==> src/rtl/json_string_unescape_decoder_defines.svh <==
// Assertion macros shared by the string unescape decoder modules.
`ifndef JSON_STRING_UNESCAPE_DECODER_DEFINES_SVH
`define JSON_STRING_UNESCAPE_DECODER_DEFINES_SVH

// Property checked on every rising clock edge outside of reset.
`define JSUD_ASSERT(name, clk, rst_n, prop, msg) \
    name: assert property (@(posedge clk) disable iff (!rst_n) prop) else $error(msg);

// Property checked on every rising clock edge, reset included.
`define JSUD_ASSERT_ALWAYS(name, clk, prop, msg) \
    name: assert property (@(posedge clk) prop) else $error(msg);

`endif

==> src/rtl/jsud_pkg.sv <==
// Types and constants shared by the string unescape decoder modules.
`timescale 1ns / 1ps

package jsud_pkg;

    // One input beat: a text byte and the restart flag.
    typedef struct packed {
        logic [7:0] in_byte;
        logic       restart;
    } in_t;

    // One result beat.
    typedef struct packed {
        logic [7:0] out_byte;
        logic [1:0] status;
        logic [2:0] error_code;
        logic       last;
    } out_t;

    // Decoder phase.
    typedef enum logic [2:0] {
        PH_WAIT = 3'd0,
        PH_STR  = 3'd1,
        PH_ESC  = 3'd2,
        PH_HEX  = 3'd3
    } phase_t;

    // Results produced by one text byte, first result in res[0].
    typedef struct packed {
        logic [1:0]     cnt;
        out_t [2:0]     res;
    } dec_t;

    // Result status codes.
    localparam logic [1:0] ST_DATA = 2'd0;
    localparam logic [1:0] ST_DONE = 2'd1;
    localparam logic [1:0] ST_ERR  = 2'd2;

    // Error codes.
    localparam logic [2:0] ERR_NONE      = 3'd0;
    localparam logic [2:0] ERR_EOT_WAIT  = 3'd1;
    localparam logic [2:0] ERR_NO_QUOTE  = 3'd2;
    localparam logic [2:0] ERR_EOT_ESC   = 3'd3;
    localparam logic [2:0] ERR_BAD_HEX   = 3'd4;
    localparam logic [2:0] ERR_BAD_ESC   = 3'd5;
    localparam logic [2:0] ERR_EOT_STR   = 3'd6;

    // Characters.
    localparam logic [7:0] CH_NUL    = 8'h00;
    localparam logic [7:0] CH_QUOTE  = 8'h22;
    localparam logic [7:0] CH_BSLASH = 8'h5c;
    localparam logic [7:0] CH_SLASH  = 8'h2f;
    localparam logic [7:0] CH_SPACE  = 8'h20;
    localparam logic [7:0] CH_TAB    = 8'h09;
    localparam logic [7:0] CH_CR     = 8'h0d;
    localparam logic [7:0] CH_LF     = 8'h0a;
    localparam logic [7:0] CH_BS     = 8'h08;
    localparam logic [7:0] CH_FF     = 8'h0c;
    localparam logic [7:0] CH_LC_B   = 8'h62;
    localparam logic [7:0] CH_LC_F   = 8'h66;
    localparam logic [7:0] CH_LC_N   = 8'h6e;
    localparam logic [7:0] CH_LC_R   = 8'h72;
    localparam logic [7:0] CH_LC_T   = 8'h74;
    localparam logic [7:0] CH_LC_U   = 8'h75;

    // Result queue size.
    localparam int unsigned QDEPTH = 4;
    localparam int unsigned QCNT_W = 3;

endpackage

==> src/rtl/jsud_decode.sv <==
// Phase tracking and per-byte decode of escapes and UTF-8 encoding.
`timescale 1ns / 1ps
`include "json_string_unescape_decoder_defines.svh"

module jsud_decode (
    input  logic           clk,
    input  logic           rst_n,
    input  jsud_pkg::in_t  item,
    input  logic           step,
    output jsud_pkg::dec_t dec
);

    jsud_pkg::phase_t phase_reg, phase_next;
    logic [1:0]       hex_count_reg, hex_count_next;
    logic [15:0]      code_point_reg, code_point_next;

    logic [7:0]  c;
    logic        is_hex;
    logic [3:0]  hex_val;
    logic [15:0] cp_new;

    assign c = item.in_byte;

    // Hex digit recognition; letters in either case map to 10 through 15.
    always_comb
    begin
        is_hex  = 1'b0;
        hex_val = c[3:0];
        if (c >= 8'h30 && c <= 8'h39)
        begin
            is_hex = 1'b1;
        end
        else if ((c >= 8'h61 && c <= 8'h66) || (c >= 8'h41 && c <= 8'h46))
        begin
            is_hex  = 1'b1;
            hex_val = c[3:0] + 4'd9;
        end
    end

    assign cp_new = {code_point_reg[11:0], hex_val};

    // Next state of phase, digit count and collected code point.
    always_comb
    begin
        phase_next      = phase_reg;
        hex_count_next  = hex_count_reg;
        code_point_next = code_point_reg;
        if (item.restart)
        begin
            phase_next      = jsud_pkg::PH_WAIT;
            hex_count_next  = 2'd0;
            code_point_next = 16'd0;
        end
        else
        begin
            unique case (phase_reg)
                jsud_pkg::PH_STR:
                begin
                    if (c == jsud_pkg::CH_NUL || c == jsud_pkg::CH_QUOTE)
                    begin
                        phase_next      = jsud_pkg::PH_WAIT;
                        hex_count_next  = 2'd0;
                        code_point_next = 16'd0;
                    end
                    else if (c == jsud_pkg::CH_BSLASH)
                    begin
                        phase_next = jsud_pkg::PH_ESC;
                    end
                end
                jsud_pkg::PH_ESC:
                begin
                    unique case (c) inside
                        jsud_pkg::CH_QUOTE, jsud_pkg::CH_BSLASH, jsud_pkg::CH_SLASH,
                        jsud_pkg::CH_LC_B, jsud_pkg::CH_LC_F, jsud_pkg::CH_LC_N,
                        jsud_pkg::CH_LC_R, jsud_pkg::CH_LC_T:
                        begin
                            phase_next = jsud_pkg::PH_STR;
                        end
                        jsud_pkg::CH_LC_U:
                        begin
                            phase_next      = jsud_pkg::PH_HEX;
                            hex_count_next  = 2'd0;
                            code_point_next = 16'd0;
                        end
                        default:
                        begin
                            phase_next      = jsud_pkg::PH_WAIT;
                            hex_count_next  = 2'd0;
                            code_point_next = 16'd0;
                        end
                    endcase
                end
                jsud_pkg::PH_HEX:
                begin
                    if (!is_hex)
                    begin
                        phase_next      = jsud_pkg::PH_WAIT;
                        hex_count_next  = 2'd0;
                        code_point_next = 16'd0;
                    end
                    else if (hex_count_reg != 2'd3)
                    begin
                        hex_count_next  = hex_count_reg + 2'd1;
                        code_point_next = cp_new;
                    end
                    else
                    begin
                        phase_next      = jsud_pkg::PH_STR;
                        hex_count_next  = 2'd0;
                        code_point_next = 16'd0;
                    end
                end
                default:
                begin
                    // Waiting for the opening quote; whitespace keeps waiting.
                    if (c == jsud_pkg::CH_QUOTE)
                    begin
                        phase_next      = jsud_pkg::PH_STR;
                        hex_count_next  = 2'd0;
                        code_point_next = 16'd0;
                    end
                    else
                    begin
                        phase_next      = jsud_pkg::PH_WAIT;
                        hex_count_next  = 2'd0;
                        code_point_next = 16'd0;
                    end
                end
            endcase
        end
    end

    // Results caused by the current byte.
    always_comb
    begin
        logic err;
        logic [1:0] n;
        err = 1'b0;
        n   = 2'd0;
        dec = '0;
        if (!item.restart)
        begin
            unique case (phase_reg)
                jsud_pkg::PH_STR:
                begin
                    if (c == jsud_pkg::CH_NUL)
                    begin
                        err = 1'b1;
                        dec.res[0].error_code = jsud_pkg::ERR_EOT_STR;
                    end
                    else if (c == jsud_pkg::CH_QUOTE)
                    begin
                        n = 2'd1;
                        dec.res[0].status = jsud_pkg::ST_DONE;
                    end
                    else if (c != jsud_pkg::CH_BSLASH)
                    begin
                        n = 2'd1;
                        dec.res[0].out_byte = c;
                    end
                end
                jsud_pkg::PH_ESC:
                begin
                    unique case (c) inside
                        jsud_pkg::CH_NUL:
                        begin
                            err = 1'b1;
                            dec.res[0].error_code = jsud_pkg::ERR_EOT_ESC;
                        end
                        jsud_pkg::CH_QUOTE, jsud_pkg::CH_BSLASH, jsud_pkg::CH_SLASH:
                        begin
                            n = 2'd1;
                            dec.res[0].out_byte = c;
                        end
                        jsud_pkg::CH_LC_B:
                        begin
                            n = 2'd1;
                            dec.res[0].out_byte = jsud_pkg::CH_BS;
                        end
                        jsud_pkg::CH_LC_F:
                        begin
                            n = 2'd1;
                            dec.res[0].out_byte = jsud_pkg::CH_FF;
                        end
                        jsud_pkg::CH_LC_N:
                        begin
                            n = 2'd1;
                            dec.res[0].out_byte = jsud_pkg::CH_LF;
                        end
                        jsud_pkg::CH_LC_R:
                        begin
                            n = 2'd1;
                            dec.res[0].out_byte = jsud_pkg::CH_CR;
                        end
                        jsud_pkg::CH_LC_T:
                        begin
                            n = 2'd1;
                            dec.res[0].out_byte = jsud_pkg::CH_TAB;
                        end
                        jsud_pkg::CH_LC_U:
                        begin
                            n = 2'd0;
                        end
                        default:
                        begin
                            err = 1'b1;
                            dec.res[0].error_code = jsud_pkg::ERR_BAD_ESC;
                        end
                    endcase
                end
                jsud_pkg::PH_HEX:
                begin
                    if (!is_hex)
                    begin
                        err = 1'b1;
                        dec.res[0].error_code = jsud_pkg::ERR_BAD_HEX;
                    end
                    else if (hex_count_reg == 2'd3)
                    begin
                        // Fourth digit: encode the code point as UTF-8.
                        if (cp_new[15:7] == 9'd0)
                        begin
                            n = 2'd1;
                            dec.res[0].out_byte = cp_new[7:0];
                        end
                        else if (cp_new[15:11] == 5'd0)
                        begin
                            n = 2'd2;
                            dec.res[0].out_byte = {3'b110, cp_new[10:6]};
                            dec.res[1].out_byte = {2'b10, cp_new[5:0]};
                        end
                        else
                        begin
                            n = 2'd3;
                            dec.res[0].out_byte = {4'b1110, cp_new[15:12]};
                            dec.res[1].out_byte = {2'b10, cp_new[11:6]};
                            dec.res[2].out_byte = {2'b10, cp_new[5:0]};
                        end
                    end
                end
                default:
                begin
                    if (c == jsud_pkg::CH_NUL)
                    begin
                        err = 1'b1;
                        dec.res[0].error_code = jsud_pkg::ERR_EOT_WAIT;
                    end
                    else if (c != jsud_pkg::CH_SPACE && c != jsud_pkg::CH_TAB &&
                             c != jsud_pkg::CH_CR && c != jsud_pkg::CH_LF &&
                             c != jsud_pkg::CH_QUOTE)
                    begin
                        err = 1'b1;
                        dec.res[0].error_code = jsud_pkg::ERR_NO_QUOTE;
                    end
                end
            endcase
        end
        // An error is a single result without the last flag.
        if (err)
        begin
            n = 2'd1;
            dec.res[0].status   = jsud_pkg::ST_ERR;
            dec.res[0].out_byte = 8'd0;
        end
        else if (n != 2'd0)
        begin
            dec.res[n - 2'd1].last = 1'b1;
        end
        dec.cnt = n;
    end

    // State registers advance once per consumed byte.
    always_ff @(posedge clk or negedge rst_n)
    begin
        if (!rst_n)
        begin
            phase_reg      <= jsud_pkg::PH_WAIT;
            hex_count_reg  <= 2'd0;
            code_point_reg <= 16'd0;
        end
        else if (step)
        begin
            phase_reg      <= phase_next;
            hex_count_reg  <= hex_count_next;
            code_point_reg <= code_point_next;
        end
    end

    `JSUD_ASSERT(a_open_quote, clk, rst_n, step && !item.restart && phase_reg == jsud_pkg::PH_WAIT && item.in_byte == jsud_pkg::CH_QUOTE |=> phase_reg == jsud_pkg::PH_STR, "opening quote did not enter the string")
    `JSUD_ASSERT(a_three_bytes, clk, rst_n, dec.cnt == 2'd3 |-> phase_reg == jsud_pkg::PH_HEX && hex_count_reg == 2'd3, "three results outside the final hex digit")

endmodule

==> src/rtl/jsud_queue.sv <==
// Small result queue that takes up to three results at once and gives one per cycle while pop is high.
`timescale 1ns / 1ps

module jsud_queue (
    input  logic                        clk,
    input  logic                        rst_n,
    input  logic                        push_valid,
    input  jsud_pkg::dec_t              push,
    output logic                        push_ready,
    input  logic                        pop,
    output jsud_pkg::out_t              head,
    output logic [jsud_pkg::QCNT_W-1:0] cnt
);

    localparam int unsigned DEPTH = jsud_pkg::QDEPTH;
    localparam int unsigned CW    = jsud_pkg::QCNT_W;

    jsud_pkg::out_t slot_reg  [DEPTH];
    jsud_pkg::out_t slot_next [DEPTH];
    logic [CW-1:0]  cnt_reg, cnt_next;
    logic [CW-1:0]  cnt_after_pop;
    logic [CW-1:0]  push_cnt;
    logic           do_push;

    assign cnt_after_pop = cnt_reg - {{(CW-1){1'b0}}, pop};
    assign push_cnt      = {{(CW-2){1'b0}}, push.cnt};
    assign push_ready    = ({1'b0, cnt_after_pop} + {1'b0, push_cnt}) <= (CW+1)'(DEPTH);
    assign do_push       = push_valid && push_ready;
    assign head          = slot_reg[0];
    assign cnt           = cnt_reg;

    // Shift down on a pop, then append new results after the survivors.
    always_comb
    begin
        logic [CW-1:0] offs;
        offs = '0;
        for (int i = 0; i < DEPTH; i++)
        begin
            if (pop && i < DEPTH - 1)
            begin
                slot_next[i] = slot_reg[i + 1];
            end
            else
            begin
                slot_next[i] = slot_reg[i];
            end
            offs = CW'(i) - cnt_after_pop;
            if (do_push && CW'(i) >= cnt_after_pop && offs < push_cnt)
            begin
                slot_next[i] = push.res[offs[1:0]];
            end
        end
        cnt_next = do_push ? cnt_after_pop + push_cnt : cnt_after_pop;
    end

    // Count register.
    always_ff @(posedge clk or negedge rst_n)
    begin
        if (!rst_n)
        begin
            cnt_reg <= '0;
        end
        else
        begin
            cnt_reg <= cnt_next;
        end
    end

    // Result slots carry payload only.
    always_ff @(posedge clk)
    begin
        for (int i = 0; i < DEPTH; i++)
        begin
            slot_reg[i] <= slot_next[i];
        end
    end

endmodule

==> src/rtl/json_string_unescape_decoder.sv <==
// Top level of the JSON string unescape decoder with UTF-8 output.
//
//   Channel  Signals                                Beat
//   byte     byte_valid, byte_stall, byte_data      one text byte and restart flag
//   result   result_valid, result_stall, result_data one decoded byte or status
//
// A byte is registered on acceptance and decoded in the next cycle into up to three results.
// Throughput is one byte per cycle; the four-entry result queue is the only limit.
// A final \u digit that yields three UTF-8 bytes can hold the input until the result queue has room for them.
// A byte's first result passes through the input register and a result queue slot before it reaches the output.
// Asynchronous active-low reset empties the input register and result queue.
`timescale 1ns / 1ps
`include "json_string_unescape_decoder_defines.svh"

module json_string_unescape_decoder (
    input  logic           clk,
    input  logic           rst_n,
    input  logic           byte_valid,
    output logic           byte_stall,
    input  jsud_pkg::in_t  byte_data,
    output logic           result_valid,
    input  logic           result_stall,
    output jsud_pkg::out_t result_data
);

    logic                        in_valid_reg, in_valid_next;
    jsud_pkg::in_t               in_reg;
    logic                        push_ready;
    logic                        consume;
    logic                        accept;
    logic                        pop;
    logic [jsud_pkg::QCNT_W-1:0] q_cnt;
    jsud_pkg::dec_t              dec;

    // Input register handshake.
    assign consume       = in_valid_reg && push_ready;
    assign byte_stall    = in_valid_reg && !push_ready;
    assign accept        = byte_valid && !byte_stall;
    assign in_valid_next = accept ? 1'b1 : (consume ? 1'b0 : in_valid_reg);

    always_ff @(posedge clk or negedge rst_n)
    begin
        if (!rst_n)
        begin
            in_valid_reg <= 1'b0;
        end
        else
        begin
            in_valid_reg <= in_valid_next;
        end
    end

    always_ff @(posedge clk)
    begin
        if (accept)
        begin
            in_reg <= byte_data;
        end
    end

    // Decode of the registered byte.
    jsud_decode u_decode (
        .clk   (clk),
        .rst_n (rst_n),
        .item  (in_reg),
        .step  (consume),
        .dec   (dec)
    );

    // Result queue drives the output channel.
    assign result_valid = (q_cnt != '0);
    assign pop          = result_valid && !result_stall;

    jsud_queue u_queue (
        .clk        (clk),
        .rst_n      (rst_n),
        .push_valid (in_valid_reg),
        .push       (dec),
        .push_ready (push_ready),
        .pop        (pop),
        .head       (result_data),
        .cnt        (q_cnt)
    );

    `JSUD_ASSERT(a_hold_needs_backlog, clk, rst_n, in_valid_reg && !push_ready |-> q_cnt >= 3'd2, "input held with room in the result queue")
    `JSUD_ASSERT(a_err_not_last, clk, rst_n, result_valid && result_data.status == jsud_pkg::ST_ERR |-> !result_data.last && result_data.out_byte == 8'd0, "error beat carries last or data")
    `JSUD_ASSERT_ALWAYS(a_queue_bound, clk, q_cnt <= 3'd4, "result queue count beyond its depth")

endmodule

==> config.mk <==
export PLATFORM = sky130hd
export DESIGN_NAME = json_string_unescape_decoder
export DESIGN_NICKNAME = d
export VERILOG_FILES = /design/src/rtl/jsud_pkg.sv /design/src/rtl/jsud_decode.sv /design/src/rtl/jsud_queue.sv /design/src/rtl/json_string_unescape_decoder.sv
export VERILOG_INCLUDE_DIRS = /design/src /design/src/rtl
export SDC_FILE = /design/constraint.sdc
export NUM_CORES = 1
export LEC_CHECK = 0
export BUFFER_PORTS_ARGS = -buffer_cell sky130_fd_sc_hd__buf_2
export CAP_MARGIN = 0
export CORE_MARGIN = 2
export CORE_UTILIZATION = 55
export DETAILED_ROUTE_END_ITERATION = 7
export PLACE_DENSITY = 0.73
export SYNTH_ARGS = -nofsm -noshare
export SYNTH_HDL_FRONTEND = slang
export SYNTH_SLANG_ARGS = --single-unit
==> constraint.sdc <==
create_clock -name clk -period 7.54 [get_ports clk]
set_input_delay 0.754 -clock clk [delete_from_list [all_inputs] [get_ports clk]]
set_output_delay 0.754 -clock clk [all_outputs]
set_load 0.02 [all_outputs]
# Word level (Yosys, flattened, before mapping)
# Memories as Yosys holds them, arrays and structs flattened.
# Cells that the tools add are included.
word_totals:
  mem_bits_rw: 56
  mem_count: 1
  word_cells: 196
  in_bits: 13
  output_inout_bits: 16
  register_bits: 30
mem_list:
  columns: ["name", "depth", "word_bits", "read_ports", "rd_clocked_by_memory_dff", "wr", "line_no", "source"]
  rows:
  - ["u_queue.slot_reg", 4, 14, 4, 0, 4, "jsud_queue.sv:18", "jsud_pkg::out_t slot_reg [DEPTH];"]
classes:
  n_addsub: 10
  n_lt_le_gt_ge: 21
  n_reduce_logical: 36
  muxes: 97
  eq_ne: 24
op_table:
  columns: ["operator", "count"]
  rows:
  - ["14-bit two-way mux", 11]
  - ["8-bit two-way mux", 16]
  - ["14-bit binary-select mux with 2-bit select", 4]
  - ["12-bit two-way mux", 5]
  - ["8-bit by 7-bit equality test with 1-bit output (second input constant)", 7]
  - ["8-bit case mux with 6 select lines", 1]
  - ["42-bit bitwise mux", 1]
  - ["42-bit two-way mux", 1]
  - ["12-bit case mux with 3 select lines", 1]
  - ["14-bit demux with 2-bit select", 1]
  - ["2-bit two-way mux", 14]
  - ["28-bit two-way mux", 1]
  - ["3-bit two-way mux", 9]
  - ["8-bit by 4-bit != test with 1-bit output (second input constant)", 3]
  - ["8-bit case mux with 3 select lines", 1]
  - ["1-bit logical AND", 20]
  - ["10-bit two-way mux", 2]
  - ["3-bit case mux with 3 select lines", 2]
  - ["8-bit by 6-bit equality test with 1-bit output (second input constant)", 2]
  - ["8-bit by 7-bit >= comparator with 1-bit output (second input constant)", 2]
  - ["8-bit by 7-bit less-or-equal comparator with 1-bit output (second input constant)", 2]
  - ["1-bit two-way mux", 16]
  - ["8-bit by 6-bit != test with 1-bit output (second input constant)", 2]
  - ["2-bit by 3-bit less-than comparator with 1-bit output (second input constant)", 5]
  - ["42 further kinds", 59]

# Depth between registers and ports, before layout
logic_depth:
  word_depth: 19
  mapped_depth: 20
  mapped_depth_nobuf: 18

# Modules after synthesis
# Synthesis repeated with hierarchy kept, for this count alone.
hier_totals:
  hier_cells: 632
  hier_area_um2: 6212.2
modules_own_cells:
  columns: ["module", "instances", "area_each_um2", "cells_per_inst", "seq_area_each_um2"]
  rows:
  - ["jsud_queue", 1, 3872.5, 353, 1756.7]
  - ["jsud_decode", 1, 1990.7, 262, 400.4]
  - ["json_string_unescape_decoder", 1, 349.1, 17, 295.3]

# Worst setup path before layout
# Ideal clock, no wire load.
synth_timing:
  path_kind: "reg2reg"
  startpoint: "register, netlist name in_reg[1]"
  endpoint: "memory u_queue.slot_reg[3][0] in the netlist's numbering (enable)"
  arrival_ps: 5359
  path_buffers: 3
  setup_slack_ps: 1775
  required_time_ps: 7134
  synth_period_minus_slack_ps: 5765
  path_stages_with_launch: 17
  path_cell_list: "edfxtp_1 -> clkbuf_1 -> inv_1 -> ha_1 -> nor2b_1 -> and4_1 -> or2_1 -> buf_2 -> o41ai_1 -> o21ai_0 -> ha_1 -> fa_1 -> xnor3_1 -> a21oi_1 -> nor3b_1 -> clkbuf_1 -> nor3b_1"
synth_lines:
  columns: ["element", "line_no"]
  rows:
  - ["end, declared", "jsud_queue.sv:18"]

==> qor.txt <==
top cell type's share of synthesized area: 35.3%
Initial Util: 56.6%
R2R depth: 15
die height: 104 microns
sequential share of the synthesized area: 44.3%
total power: 0.00243 W
vias in the first global route: 4,403
half-perimeter wire length after placement: 10,400 microns
dpl cell area: 0.00574 sq mm
Setup TNS: 0 ns
Clock power frac: 14.0%
Tightest Hold Check Type: primary input to async pin
Max Slew Vio Count: 0
max reg flops: 56
Switching Power: 0.00111 W
DRT Pass-1 Iters: 5
Post-Route WL: 13,800 microns
total grt overflow: 0
clock skew: 0.0174 ns
most frequent cells in the layout: nand2_1, edfxtp_1, o21ai_0, nor2_1, a21oi_1
YS warnings: 0
worst-margin pin slew: 1.20 ns
Resize count post-CTS: 0
Post-synth EDFFs: 65
post-synthesis async set-or-reset flop share: 23.5%
total number of H-tree levels: 3
drt drc: 0
Post-Syn Area: 0.00553 sq mm
sw frac: 45.5%
vias post-DR: 4,678
per-cell routed wire length: 19.1 microns
fin area: 0.00594 sq mm
area occupied by multi-input gates: 0.00286 sq mm
status: finished clean
Row Count: 36
final cycle utilization of the critical path: 80.5%
CORE AREA: 0.00977 sq mm
Most used DFF post-synth: edfxtp_1
Max Clk Rate: 165 MHz
Worst-path clk slew: 0.09 ns
distinct cell type count after synthesis: 73
Max clock buf depth: 2
part of the power in combinational logic: 51.0%
via/cell ratio: 6.44
post-CTS setup buffer count: 0
sequential share of power: 35.0%
area of the die: 0.0109 sq mm
crit-path max FO: 21
Leak: 2.17 nW
P&R area growth vs syn: 7.35%
final setup fails: 0
ratio of cells with drive above 1 in the final layout: 11.3%
Fin. Hold Viols: 0
# IOs: 29
DR iter-0 viols: 399
Tot GR Track Use: 26.3%
Die Width: 104 microns
Period minus WS final: 6.07 ns
# hold bufs at CTS: 0
PD cells: 409 mW/mm^2
WP data arrival: 6.08 ns
first-pass GRT wire length: 22,800 microns
number of synthesized register bits: 85
unrepaired setup endpoints after global routing: no
crit path capture type: register
utilization after layout: 60.8%
Startpoint Class: register
Inserted Clock Buffers: 9
clk sinks: 85
worst-skew pair later-pin latency: 0.37 ns
Internal: 0.00133 W
area leader, netlist: edfxtp_1
gpl congestion: 0.990
max cap viols: 0
Mapped Nets: 612
worst vdd ir: 0.000244 V
Crit path required time: 7.55 ns
Syn Area/Cell: 9.59 sq um
Rel. slew slack: 20.0%
Clk Tree Root Cell: clkbuf_8
cells after synthesis: 577
FF+latch area: 0.00245 sq mm
Fillers: 870
largest net degree at the start of global routing: 31
PortBufs: 28
initial antenna violation count: 0
# nets final: 623
critical path class: register to register
synth top area cells: edfxtp_1, dfrtp_1, ha_1
Routed Antenna Nets: 0
CTS tree: built
Diodes inserted: 0
==> worst paths after layout <==
kind                                         endpoint  slack, ns                      start
min reg2reg                 u_decode.hex_count_reg[1]       0.50  u_decode.hex_count_reg[1]
max in group asynchronous  u_decode.code_point_reg[3]       6.86                      rst_n
min in group clk            u_decode.hex_count_reg[1]       0.50  u_decode.hex_count_reg[1]
max                            u_queue.slot_reg[2][5]       1.47                  in_reg[1]
max reg2reg                    u_queue.slot_reg[2][5]       1.47                  in_reg[1]
min                             u_decode.phase_reg[1]       0.33                      rst_n
==> synthesized netlist by cell type, drive strengths merged (5+ instances only) <==
library cell and n:
a21o 5, a21oi 33, a221o 7, a22o 12, a31oi 11, and2 5, and3 9, buf 10
clkbuf 23, dfrtp 20, edfxtp 65, ha 21, inv 19, mux2i 8, nand2 65, nand2b 16
nand3 15, nand4 5, nor2 33, nor2b 11, nor3 22, nor3b 5, nor4 11, o211ai 7
o21ai 42, o21bai 5, o31a 5, o31ai 14, o41ai 5, or3 5, or4 6
==> per-layer routing <==
metal | share of wire [%] | GRT usage [%] | vias up
met2 | 47 | 41.5 | 197
met1 | 43 | 35.7 | 2232
met5 | 0 | 0 | -
met4 | 3.0 | 10.2 | 0
met3 | 7.4 | 5.08 | 31
li1 | - | - | 2218
==> power groups by stage <==
stage               combinational [W]  clock, W  sequential (W)
CTS                           0.00123  0.000344        0.000849
global placement              0.00119         0        0.000852
detailed placement            0.00123         0        0.000859
floorplan                    0.000910         0        0.000857
finish                        0.00124  0.000341        0.000850
global route                  0.00137  0.000360        0.000868
==> critical path: stages, from the launching register on <==
cell and delay, ns:
edfxtp_1 0.53, inv_1 0.16, ha_1 0.30, nor3b_1 0.50, or3_1 0.25, a211oi_1 0.08, o41ai_1 0.67, o21ai_0 0.37
ha_1 0.33, fa_1 0.39, xnor3_1 0.39, a21oi_1 0.06, nor3b_1 0.19, buf_4 0.23, nand3_1 0.54, nand2_1 0.72
==> per-stage QoR <==
| step | std cells | hold slack, ns | setup slack (ns) |
|---|---|---|---|
| finish | 726 | 0.330 | 1.47 |
| global route | 726 | 0.380 | 1.07 |
| CTS | 726 | 0.350 | 1.54 |
| detailed placement | 710 | 0.484 | 1.57 |
| global placement | 710 | 0.464 | 1.78 |
| floorplan | 577 | 0.453 | 1.78 |
==> area by class of cell <==
type                       instances  share of cell area, %
inverter                          22                   1.39
clock inverter                     7                   1.33
tap                              133                   2.80
sequential                        85                   41.3
multi-input combinational        437                   48.1
clock buffer                       9                   2.09
timing repair buffer              33                   2.99
==> logic make-up (layout without fill, tap and decap cells) <==
logic type,Yosys count,count (layout),synth area share (%)
muxes,11,11,2.06
adders and majority gates,22,22,5.11
buffers and inverters,55,71,4.12
and+or+nand+nor,225,225,21.8
xor gates and xnor gates,4,4,0.882
AOI/OAI and AO/OA,175,175,21.7
DFF,85,85,44.3
Note: power is estimated with default switching activity, not from simulation.
